[src/rtl/cea_pkg.sv]
package cea_pkg;

  localparam int ACT_W      = 2;
  localparam int KEY_W      = 5;
  localparam int LEN_W      = 16;
  localparam int STATUS_W   = 3;
  localparam int START_W    = 6;
  localparam int USED_W     = 7;
  localparam int EC_W       = 7;
  localparam int ES_W       = 11;
  localparam int CFG_IDX_W  = 1;
  localparam int CFG_DATA_W = 11;
  localparam int QW         = 17;
  localparam int PW         = 18;
  localparam int DIV_CW     = 5;

  localparam logic [EC_W-1:0] EC_RESET = 7'd64;
  localparam logic [ES_W-1:0] ES_RESET = 11'd64;

  localparam logic [CFG_IDX_W-1:0] CFG_ENTRY_COUNT = 1'b0;
  localparam logic [CFG_IDX_W-1:0] CFG_ENTRY_SIZE  = 1'b1;

  typedef enum logic [ACT_W-1:0] {
    ACT_REGISTER = 2'd0,
    ACT_SET      = 2'd1,
    ACT_STORE    = 2'd2,
    ACT_NONE     = 2'd3
  } action_t;

  typedef enum logic [STATUS_W-1:0] {
    ST_KEY_SAVED        = 3'd0,
    ST_VALUE_SET        = 3'd1,
    ST_KEY_MISSING      = 3'd2,
    ST_NO_SPACE         = 3'd3,
    ST_NEEDS_COMPACTION = 3'd4,
    ST_STORED           = 3'd5,
    ST_NOT_STORED       = 3'd6
  } status_t;

endpackage

[src/rtl/contiguous_entry_allocator.sv]
// First-fit contiguous allocator: keys are registered, then given runs of storage
// entries sized ceil(value_length / entry_size), rewritten, shrunk or grown in place
// where possible, else moved by a first-fit search over the occupancy bitmap. One word
// is in work at a time; in_ready is high only while the sequencer is idle, and the
// next word is taken while a result still waits at the output register. Register and
// store words go straight to the delivery step, which loads the result word into the
// output register once that register is free. A set word runs the bit-serial ceiling
// divider on the new length, then again on the current length of a placed key, then
// decides, then walks the bitmap one entry per cycle in each pass: the first-fit scan
// (up to min(entry_count, NUM_ENTRIES) entries), the growth check, and each clear or
// mark pass (each up to NUM_ENTRIES entries), and then delivers the result. Configuration
// words are taken in any cycle. No clearing pass follows reset.
module contiguous_entry_allocator #(
  parameter int NUM_ENTRIES   = 64,
  parameter int NUM_KEYS      = 32,
  parameter int MAX_VALUE_LEN = 65535
) (
  input  logic                              clk,
  input  logic                              rst_n,
  input  logic                              in_valid,
  output logic                              in_ready,
  input  logic [cea_pkg::ACT_W-1:0]         in_action,
  input  logic [cea_pkg::KEY_W-1:0]         in_key_id,
  input  logic [cea_pkg::LEN_W-1:0]         in_value_length,
  output logic                              out_valid,
  input  logic                              out_ready,
  output logic [cea_pkg::STATUS_W-1:0]      out_status,
  output logic [cea_pkg::START_W-1:0]       out_start_entry,
  output logic [cea_pkg::USED_W-1:0]        out_entries_used,
  input  logic                              cfg_valid,
  output logic                              cfg_ready,
  input  logic [cea_pkg::CFG_IDX_W-1:0]     cfg_index,
  input  logic [cea_pkg::CFG_DATA_W-1:0]    cfg_data
);

  import cea_pkg::*;

  localparam int EW = $clog2(NUM_ENTRIES);
  localparam int KW = $clog2(NUM_KEYS);
  localparam int RW = EW + LEN_W;

  typedef enum logic [8:0] {
    S_IDLE   = 9'b000000001,
    S_DIVN   = 9'b000000010,
    S_DIVC   = 9'b000000100,
    S_DECIDE = 9'b000001000,
    S_GROW   = 9'b000010000,
    S_CLEAR  = 9'b000100000,
    S_SCAN   = 9'b001000000,
    S_SET    = 9'b010000000,
    S_OUT    = 9'b100000000
  } state_t;

  state_t state_r, state_nxt;

  logic [EC_W-1:0]        ec_r;
  logic [ES_W-1:0]        es_r;
  logic [NUM_ENTRIES-1:0] occ_r, occ_nxt;
  logic [NUM_KEYS-1:0]    present_r, present_nxt;
  logic [NUM_KEYS-1:0]    placed_r, placed_nxt;

  logic [KW-1:0]    key_r, key_nxt;
  logic [LEN_W-1:0] len_r, len_nxt;
  logic [QW-1:0]    need_r, need_nxt;
  logic [QW-1:0]    cur_r, cur_nxt;
  logic [EW-1:0]    start_r, start_nxt;
  logic [PW-1:0]    pos_r, pos_nxt;
  logic [QW-1:0]    cnt_r, cnt_nxt;
  logic [QW-1:0]    run_r, run_nxt;
  logic [QW-1:0]    free_r, free_nxt;
  logic             reloc_r, reloc_nxt;
  status_t          res_status_r, res_status_nxt;
  logic [EW-1:0]    res_start_r, res_start_nxt;
  logic [QW-1:0]    res_used_r, res_used_nxt;

  logic                out_valid_r, out_valid_nxt;
  logic [STATUS_W-1:0] out_status_r, out_status_nxt;
  logic [START_W-1:0]  out_start_r, out_start_nxt;
  logic [USED_W-1:0]   out_used_r, out_used_nxt;

  logic [ES_W:0]     div_rem_r;
  logic [QW-1:0]     div_quo_r;
  logic [DIV_CW-1:0] div_cnt_r;
  logic              div_load;
  logic [LEN_W-1:0]  div_operand;
  logic [ES_W-1:0]   es_eff;
  logic [QW-1:0]     div_dividend;
  logic [ES_W+1:0]   div_shift;
  logic [ES_W+2:0]   div_diff;
  logic              div_done;

  logic          ram_we;
  logic          ram_re;
  logic [KW-1:0] ram_raddr;
  logic [RW-1:0] ram_wdata;
  logic [RW-1:0] ram_rdata;
  logic [EW-1:0]    rd_start;
  logic [LEN_W-1:0] rd_len;

  logic [PW-1:0] live;
  logic          in_range;
  logic          occ_bit;
  logic [KW-1:0] key_in;
  logic          key_ok;

  assign in_ready  = (state_r == S_IDLE);
  assign out_valid = out_valid_r;
  assign out_status       = out_status_r;
  assign out_start_entry  = out_start_r;
  assign out_entries_used = out_used_r;
  assign cfg_ready = 1'b1;

  assign live     = (32'(ec_r) < 32'(NUM_ENTRIES)) ? PW'(ec_r) : PW'(NUM_ENTRIES);
  assign in_range = (pos_r < PW'(NUM_ENTRIES));
  assign occ_bit  = occ_r[pos_r[EW-1:0]];
  assign key_in   = KW'(in_key_id);
  assign key_ok   = (32'(in_key_id) < 32'(NUM_KEYS));
  assign rd_start = ram_rdata[RW-1:LEN_W];
  assign rd_len   = ram_rdata[LEN_W-1:0];

  // shared ceiling divider, one quotient bit per cycle
  assign es_eff       = (es_r == '0) ? ES_W'(1) : es_r;
  assign div_dividend = QW'(div_operand) + QW'(es_eff) - QW'(1);
  assign div_shift    = {div_rem_r, div_quo_r[QW-1]};
  assign div_diff     = {1'b0, div_shift} - (ES_W+3)'(es_eff);
  assign div_done     = (div_cnt_r == '0);

  always_ff @(posedge clk) begin
    if (!rst_n) begin
      div_cnt_r <= '0;
    end else if (div_load) begin
      div_cnt_r <= DIV_CW'(QW);
    end else if (!div_done) begin
      div_cnt_r <= div_cnt_r - DIV_CW'(1);
    end
  end

  always_ff @(posedge clk) begin
    if (div_load) begin
      div_rem_r <= '0;
      div_quo_r <= div_dividend;
    end else if (!div_done) begin
      if (!div_diff[ES_W+2]) begin
        div_rem_r <= div_diff[ES_W:0];
        div_quo_r <= {div_quo_r[QW-2:0], 1'b1};
      end else begin
        div_rem_r <= div_shift[ES_W:0];
        div_quo_r <= {div_quo_r[QW-2:0], 1'b0};
      end
    end
  end

  cea_ram #(
    .WIDTH (RW),
    .DEPTH (NUM_KEYS)
  ) u_key_ram (
    .clk   (clk),
    .we    (ram_we),
    .waddr (key_r),
    .wdata (ram_wdata),
    .re    (ram_re),
    .raddr (ram_raddr),
    .rdata (ram_rdata)
  );

  assign ram_wdata = {start_r, len_r};
  assign ram_raddr = key_in;

  always_comb begin
    state_nxt      = state_r;
    occ_nxt        = occ_r;
    present_nxt    = present_r;
    placed_nxt     = placed_r;
    key_nxt        = key_r;
    len_nxt        = len_r;
    need_nxt       = need_r;
    cur_nxt        = cur_r;
    start_nxt      = start_r;
    pos_nxt        = pos_r;
    cnt_nxt        = cnt_r;
    run_nxt        = run_r;
    free_nxt       = free_r;
    reloc_nxt      = reloc_r;
    res_status_nxt = res_status_r;
    res_start_nxt  = res_start_r;
    res_used_nxt   = res_used_r;
    div_load       = 1'b0;
    div_operand    = len_r;
    ram_we         = 1'b0;
    ram_re         = 1'b0;

    unique case (state_r)
      S_IDLE: begin
        if (in_valid && (action_t'(in_action) != ACT_NONE)) begin
          key_nxt       = key_in;
          len_nxt       = in_value_length;
          res_start_nxt = '0;
          res_used_nxt  = '0;
          state_nxt     = S_OUT;
          if (!key_ok) begin
            res_status_nxt = ST_KEY_MISSING;
          end else begin
            unique case (action_t'(in_action))
              ACT_REGISTER: begin
                present_nxt[key_in] = 1'b1;
                placed_nxt[key_in]  = 1'b0;
                res_status_nxt      = ST_KEY_SAVED;
              end
              ACT_SET: begin
                if (!present_r[key_in]) begin
                  res_status_nxt = ST_KEY_MISSING;
                end else if (32'(in_value_length) > 32'(MAX_VALUE_LEN)) begin
                  res_status_nxt = ST_NO_SPACE;
                end else begin
                  div_load    = 1'b1;
                  div_operand = in_value_length;
                  ram_re      = 1'b1;
                  state_nxt   = S_DIVN;
                end
              end
              ACT_STORE: begin
                res_status_nxt = (present_r[key_in] && placed_r[key_in]) ?
                                 ST_STORED : ST_NOT_STORED;
              end
              default: begin
                res_status_nxt = ST_KEY_MISSING;
              end
            endcase
          end
        end
      end

      S_DIVN: begin
        if (div_done) begin
          need_nxt = div_quo_r;
          if (placed_r[key_r]) begin
            start_nxt   = rd_start;
            div_load    = 1'b1;
            div_operand = rd_len;
            state_nxt   = S_DIVC;
          end else begin
            pos_nxt   = '0;
            run_nxt   = '0;
            free_nxt  = '0;
            reloc_nxt = 1'b0;
            state_nxt = S_SCAN;
          end
        end
      end

      S_DIVC: begin
        if (div_done) begin
          cur_nxt   = div_quo_r;
          state_nxt = S_DECIDE;
        end
      end

      S_DECIDE: begin
        priority if (need_r == cur_r) begin
          pos_nxt   = PW'(start_r);
          cnt_nxt   = need_r;
          state_nxt = S_SET;
        end else if (need_r < cur_r) begin
          pos_nxt   = PW'(start_r);
          cnt_nxt   = cur_r;
          reloc_nxt = 1'b0;
          state_nxt = S_CLEAR;
        end else begin
          pos_nxt   = PW'(start_r) + PW'(cur_r);
          cnt_nxt   = need_r - cur_r;
          state_nxt = S_GROW;
        end
      end

      S_GROW: begin
        priority if (cnt_r == '0) begin
          pos_nxt   = PW'(start_r);
          cnt_nxt   = need_r;
          state_nxt = S_SET;
        end else if ((pos_r >= live) || occ_bit) begin
          pos_nxt   = PW'(start_r);
          cnt_nxt   = cur_r;
          reloc_nxt = 1'b1;
          state_nxt = S_CLEAR;
        end else begin
          pos_nxt = pos_r + PW'(1);
          cnt_nxt = cnt_r - QW'(1);
        end
      end

      S_CLEAR: begin
        if ((cnt_r == '0) || !in_range) begin
          if (reloc_r) begin
            pos_nxt   = '0;
            run_nxt   = '0;
            free_nxt  = '0;
            state_nxt = S_SCAN;
          end else begin
            pos_nxt   = PW'(start_r);
            cnt_nxt   = need_r;
            state_nxt = S_SET;
          end
        end else begin
          occ_nxt[pos_r[EW-1:0]] = 1'b0;
          pos_nxt = pos_r + PW'(1);
          cnt_nxt = cnt_r - QW'(1);
        end
      end

      S_SCAN: begin
        priority if (run_r == need_r) begin
          start_nxt = EW'(pos_r - PW'(need_r));
          pos_nxt   = pos_r - PW'(need_r);
          cnt_nxt   = need_r;
          state_nxt = S_SET;
        end else if (pos_r >= live) begin
          if (reloc_r) begin
            placed_nxt[key_r] = 1'b0;
            res_status_nxt    = ST_NEEDS_COMPACTION;
          end else if (free_r < need_r) begin
            res_status_nxt = ST_NO_SPACE;
          end else begin
            res_status_nxt = ST_NEEDS_COMPACTION;
          end
          state_nxt = S_OUT;
        end else begin
          if (!occ_bit) begin
            run_nxt  = run_r + QW'(1);
            free_nxt = free_r + QW'(1);
          end else begin
            run_nxt = '0;
          end
          pos_nxt = pos_r + PW'(1);
        end
      end

      S_SET: begin
        if ((cnt_r == '0) || !in_range) begin
          ram_we            = 1'b1;
          placed_nxt[key_r] = 1'b1;
          res_status_nxt    = ST_VALUE_SET;
          res_start_nxt     = start_r;
          res_used_nxt      = need_r;
          state_nxt         = S_OUT;
        end else begin
          occ_nxt[pos_r[EW-1:0]] = 1'b1;
          pos_nxt = pos_r + PW'(1);
          cnt_nxt = cnt_r - QW'(1);
        end
      end

      S_OUT: begin
        if (!out_valid_r || out_ready) begin
          state_nxt = S_IDLE;
        end
      end

      default: begin
        state_nxt = S_IDLE;
      end
    endcase
  end

  always_comb begin
    out_valid_nxt  = out_valid_r && !out_ready;
    out_status_nxt = out_status_r;
    out_start_nxt  = out_start_r;
    out_used_nxt   = out_used_r;
    if ((state_r == S_OUT) && (!out_valid_r || out_ready)) begin
      out_valid_nxt  = 1'b1;
      out_status_nxt = res_status_r;
      out_start_nxt  = START_W'(res_start_r);
      out_used_nxt   = USED_W'(res_used_r);
    end
  end

  always_ff @(posedge clk) begin
    if (!rst_n) begin
      state_r     <= S_IDLE;
      ec_r        <= EC_RESET;
      es_r        <= ES_RESET;
      occ_r       <= '0;
      present_r   <= '0;
      placed_r    <= '0;
      out_valid_r <= 1'b0;
    end else begin
      state_r     <= state_nxt;
      occ_r       <= occ_nxt;
      present_r   <= present_nxt;
      placed_r    <= placed_nxt;
      out_valid_r <= out_valid_nxt;
      if (cfg_valid) begin
        unique case (cfg_index)
          CFG_ENTRY_COUNT: ec_r <= cfg_data[EC_W-1:0];
          CFG_ENTRY_SIZE:  es_r <= cfg_data[ES_W-1:0];
          default:         ec_r <= ec_r;
        endcase
      end
    end
  end

  always_ff @(posedge clk) begin
    key_r        <= key_nxt;
    len_r        <= len_nxt;
    need_r       <= need_nxt;
    cur_r        <= cur_nxt;
    start_r      <= start_nxt;
    pos_r        <= pos_nxt;
    cnt_r        <= cnt_nxt;
    run_r        <= run_nxt;
    free_r       <= free_nxt;
    reloc_r      <= reloc_nxt;
    res_status_r <= res_status_nxt;
    res_start_r  <= res_start_nxt;
    res_used_r   <= res_used_nxt;
    out_status_r <= out_status_nxt;
    out_start_r  <= out_start_nxt;
    out_used_r   <= out_used_nxt;
  end

  a_placed_needs_present: assert property (@(posedge clk) disable iff (!rst_n)
    (placed_r & ~present_r) == '0)
    else $error("placed key is not present");

  a_scan_in_bounds: assert property (@(posedge clk) disable iff (!rst_n)
    (state_r == S_SCAN) |-> (pos_r <= live))
    else $error("first-fit scan ran past the live entries");

  a_result_from_out: assert property (@(posedge clk) disable iff (!rst_n)
    $rose(out_valid_r) |-> ($past(state_r) == S_OUT))
    else $error("result word loaded outside the delivery step");

endmodule

[src/rtl/cea_ram.sv]
module cea_ram #(
  parameter int WIDTH = 8,
  parameter int DEPTH = 32
) (
  input  logic                     clk,
  input  logic                     we,
  input  logic [$clog2(DEPTH)-1:0] waddr,
  input  logic [WIDTH-1:0]         wdata,
  input  logic                     re,
  input  logic [$clog2(DEPTH)-1:0] raddr,
  output logic [WIDTH-1:0]         rdata
);

  logic [WIDTH-1:0] mem [DEPTH];

  always_ff @(posedge clk) begin
    if (we) begin
      mem[waddr] <= wdata;
    end
    if (re) begin
      rdata <= mem[raddr];
    end
  end

endmodule
[config.mk]
export PLATFORM = sky130hd
export DESIGN_NAME = contiguous_entry_allocator
export DESIGN_NICKNAME = d
export VERILOG_FILES = /design/src/rtl/cea_pkg.sv /design/src/rtl/contiguous_entry_allocator.sv /design/src/rtl/cea_ram.sv
export SDC_FILE = /design/constraint.sdc
export NUM_CORES = 2
export LEC_CHECK = 0
export BUFFER_PORTS_ARGS = -buffer_cell sky130_fd_sc_hd__buf_2
export CAP_MARGIN = 5
export CORE_MARGIN = 5
export CORE_UTILIZATION = 40
export DETAILED_ROUTE_END_ITERATION = 10
export GPL_TIMING_DRIVEN = 0
export PLACE_DENSITY_LB_ADDON = 0.08
export REMOVE_ABC_BUFFERS = 1
export SLEW_MARGIN = 20
export SYNTH_ARGS = -nofsm -noshare
export SYNTH_HDL_FRONTEND = slang
export SYNTH_SLANG_ARGS = --single-unit
[constraint.sdc]
create_clock -name clk -period 12.25 [get_ports clk]
set_input_delay 2.45 -clock clk [delete_from_list [all_inputs] [get_ports clk]]
set_output_delay 2.45 -clock clk [all_outputs]
set_load 0.01 [all_outputs]
==> summary.txt <==
STA
  – Final setup skew: between 0.06 and 0.07 ns
  – RSZ-0062 raised after global routing: false
  – Worst-Margin Slew: about 1.1 ns
  – Final period utilization: 0.715
  – Fmax: around 110 MHz
  – Final Hold Viols: 0
  – Fin crit period: 8.76 ns
  – Worst hold margin: 0.414 ns
  – Final setup fails: 0
  – Relative slew slack: 0.243
  – Slew Viols, Final: 0

Yosys
  – Share of the synthesized area in the top cell type: 0.553
  – Yosys reg bits: around 1.1k
  – Syn_area_per_cell: 13.8 µm²
  – Post-Syn Area: 0.0492 mm²
  – Sequential area share after synthesis: 0.623
  – Netlist cell types: 91
  – Most used flip-flop cell after synthesis: edfxtp_1
  – Gate Count Post-Synth: 3,578
  – Post-synth top area cell: edfxtp_1
  – Area contributors post-synth: edfxtp_1 (55%), mux4_2 (8.6%), dfxtp_1 (7.0%)
  – Async set or reset register ratio after synthesis: 0
  – EDFF count, synth: between 900 and 1k
  – Warnings from Yosys: 0

Pwr
  – Maximum vdd drop: around 0.00013 V
  – Leakage: roughly 19 nW
  – Pwr per Cell Area: 151 mW/mm²

Critical path
  – Crit path capture type: flop
  – R2R Setup Slk: between 5 and 6 ns
  – Critical Path AT: approximately 9.2 ns
  – CP startpoint kind: input pin
  – Maximum fanout along the worst path: 58
  – CP required: 12.72 ns
  – WS Path Type: input pin to flop

Drt
  – DR DRC count: 0
  – DR pass1 iterations: 6
  – Post-DRT Antenna Nets: 0
  – Post-Route WL: around 150,000 µm
  – Total number of vias: 31.8k
  – Vias per Instance: 5.90
  – Iteration-0 DRC Markers: slightly above 3k
  – Routed len/inst: about 28 µm

Clock network
  – Post-CTS Setup Bufs: 0
  – Total CTS buffers: approximately 120
  – PostCTS Resize Cnt: 0
  – Clock Path Buffers: 3
  – Clock-pin slew on the worst setup and hold paths: about 0.060 ns
  – CTS root buffer: clkbuf_16
  – CTS H-tree lvls: 3
  – Hold Buf Count CTS: 0
  – Skew-Pair Late Insertion Delay: about 0.76 ns
  – # clock sinks: 1,079
  – CTS tree: yes

Placed design
  – GP Congestion: around 0.88
  – Input/output buffers: 57
  – Placed Area: between 0.05 and 0.06 mm²
  – Final HPWL DP: approximately 100,000 µm

Job
  – Max-cap violations: 0

Floorplan
  – Io pins: roughly 60
  – Die Y: about 360 µm
  – Row count: ~130
  – Core ar.: 0.122 mm²
  – DIE AREA: 0.130 mm²
  – Initial Utilization: 0.403
  – Die Width: between 300 and 400 µm

Layout
  – Filler cells: between 10k and 15k
  – # diodes: 0
  – Share of layout cells above drive strength 1: 0.170
  – Layout Nets: 3,829
  – Growth of design area from synthesis to finish: 16.3%
  – Design Area, Final: 0.0572 mm²

Global route
  – Vias in the first global route: approximately 32k
  – GR Overflow Total: 0
  – Largest net degree at the start of global routing: 108
  – Initial antenna violation count: 1
  – Global-route wire length before repair: roughly 220,000 µm
  – Gr usage total: 0.224

Min path
  – Hold Crit Class: flop to flop

Status
  – Status: completed
## registers in the layout, indices dropped and copies added (netlist names), 9 cells and up, named ones only
name,count
run_r,17
len_r,16
cur_r,17
u_key_ram.rdata,22
present_r,32
free_r,17
es_r,11
need_r,17
u_key_ram.mem,704
div_rem_r,12
cnt_r,17
placed_r,32
pos_r,18
state_r,9
div_quo_r,17
## worst paths after layout
| kind | start | to | cells after the start |
|---|---|---|---|
| setup / recovery | in_key_id[0] | div_quo_r[16] | 24 |
| hold / removal | res_start_r[0] | out_start_entry[0] | 0 |
| setup reg to reg | key_r[1] | div_quo_r[16] | 20 |
| hold reg to reg | res_start_r[0] | out_start_entry[0] | 0 |
## Yosys cell counts (10+ instances only)
library cell / n
edfxtp_1: 906
nand2_1: 302
nor2_1: 226
mux4_2: 187
dfxtp_1: 173
clkbuf_1: 129
nand3_1: 116
inv_1: 111
o21a_1: 111
ha_1: 106
a22oi_1: 98
o21ai_0: 92
a21oi_1: 79
nor3_1: 78
a21boi_0: 77
xor2_1: 68
mux2i_1: 62
xnor2_1: 58
a31oi_1: 46
nand4_1: 44
a21o_1: 31
buf_1: 28
nand2b_1: 26
nor2b_1: 26
and2_1: 25
or3_1: 24
and3_1: 21
buf_2: 21
nor4_1: 19
a22o_1: 17
o22ai_1: 16
or2_2: 16
a211o_1: 14
o211ai_1: 13
o221ai_1: 13
a211oi_1: 12
a221o_1: 12
mux2_2: 12
o31ai_1: 10
or4_1: 10
## layout make-up
cell class,instances,area (µm²),share of cell area
clock buffer,156,3240,0.0566
clock inverter,59,573,0.0100
inverter,112,420,0.00735
multi-input combinational,2203,17800,0.311
sequential,1079,30700,0.536
tap,1625,2030,0.0355
timing repair buffer,166,2470,0.0431
## worst max-delay path, stage by stage
cell and delay (ns):
buf_8 0.28, buf_16 0.31, buf_16 0.29, buf_16 0.37
nor2_1 0.17, a31o_2 0.27, a32oi_1 0.25, a21oi_1 0.15
o2111a_1 0.34, a21oi_4 0.64, buf_16 0.23, buf_16 0.17
a21oi_1 0.16, ha_1 0.44, inv_1 0.05, ha_1 0.30
a211oi_1 0.39, o21ai_0 0.21, a41o_1 0.29, o41ai_1 0.43
o21ai_0 0.25, a31oi_1 0.24, xnor2_1 0.08, mux2_2 0.27
## layer usage
metal | GRT usage | share of wire | vias up
met2 | 0.389 | 0.50 | 1049
met5 | 0 | 0 | -
met4 | 0.0766 | 0.036 | 0
met1 | 0.292 | 0.41 | 16400
li1 | - | - | 14100
met3 | 0.0297 | 0.049 | 278
## logic make-up (layout without fill, tap and decap cells)
logic type / count (synthesis) / after routing / share of synthesized area
AND/OR/NAND/NOR: 970 / 970 / 0.0943
adder cells (fa/ha/maj): 111 / 111 / 0.0290
flip-flops: 1079 / 1079 / 0.623
multiplexers: 262 / 262 / 0.101
other: 1 / 1 / 0.0000762
AO/OA/AOI/OAI: 733 / 733 / 0.106
XOR/XNOR: 126 / 126 / 0.0224
buffers and inverters: 296 / 493 / 0.0234
## where the power goes
part	internal, W	switching [W]	total [W]
Clock	0.00199	0.00149	0.00348
Combinational	0.000349	0.000515	0.000864
Sequential	0.00416	0.000140	0.00430
## cell usage in the layout, fill, tap and decap left out, types with 62 or more instances in the layout
cell,count
nor2_1,183
ha_1,106
o21a_1,111
o21ai_0,91
nand3_1,115
buf_2,64
nand2_1,302
a21oi_1,75
mux2i_1,62
xor2_1,68
mux4_2,187
nor3_1,74
dfxtp_1,173
a22oi_1,98
edfxtp_1,906
inv_1,111
a21boi_0,77
clkbuf_16,121
## per-stage QoR
stage	worst slack, ns	setup TNS [ns]	instances	power, W	utilization
after detailed placement	2.75	0	5179	0.00524	0.437
after floorplan	3.83	0	3394	0.00487	-
after CTS	3.50	0	5394	0.00871	0.468
after global routing	3.00	0	5400	0.00897	0.469
final	3.49	0	5400	0.00864	0.469
after global placement	-6.35	-155.17	5076	0.00519	0.416
No activity file was read; power rests on OpenSTA's default activity.
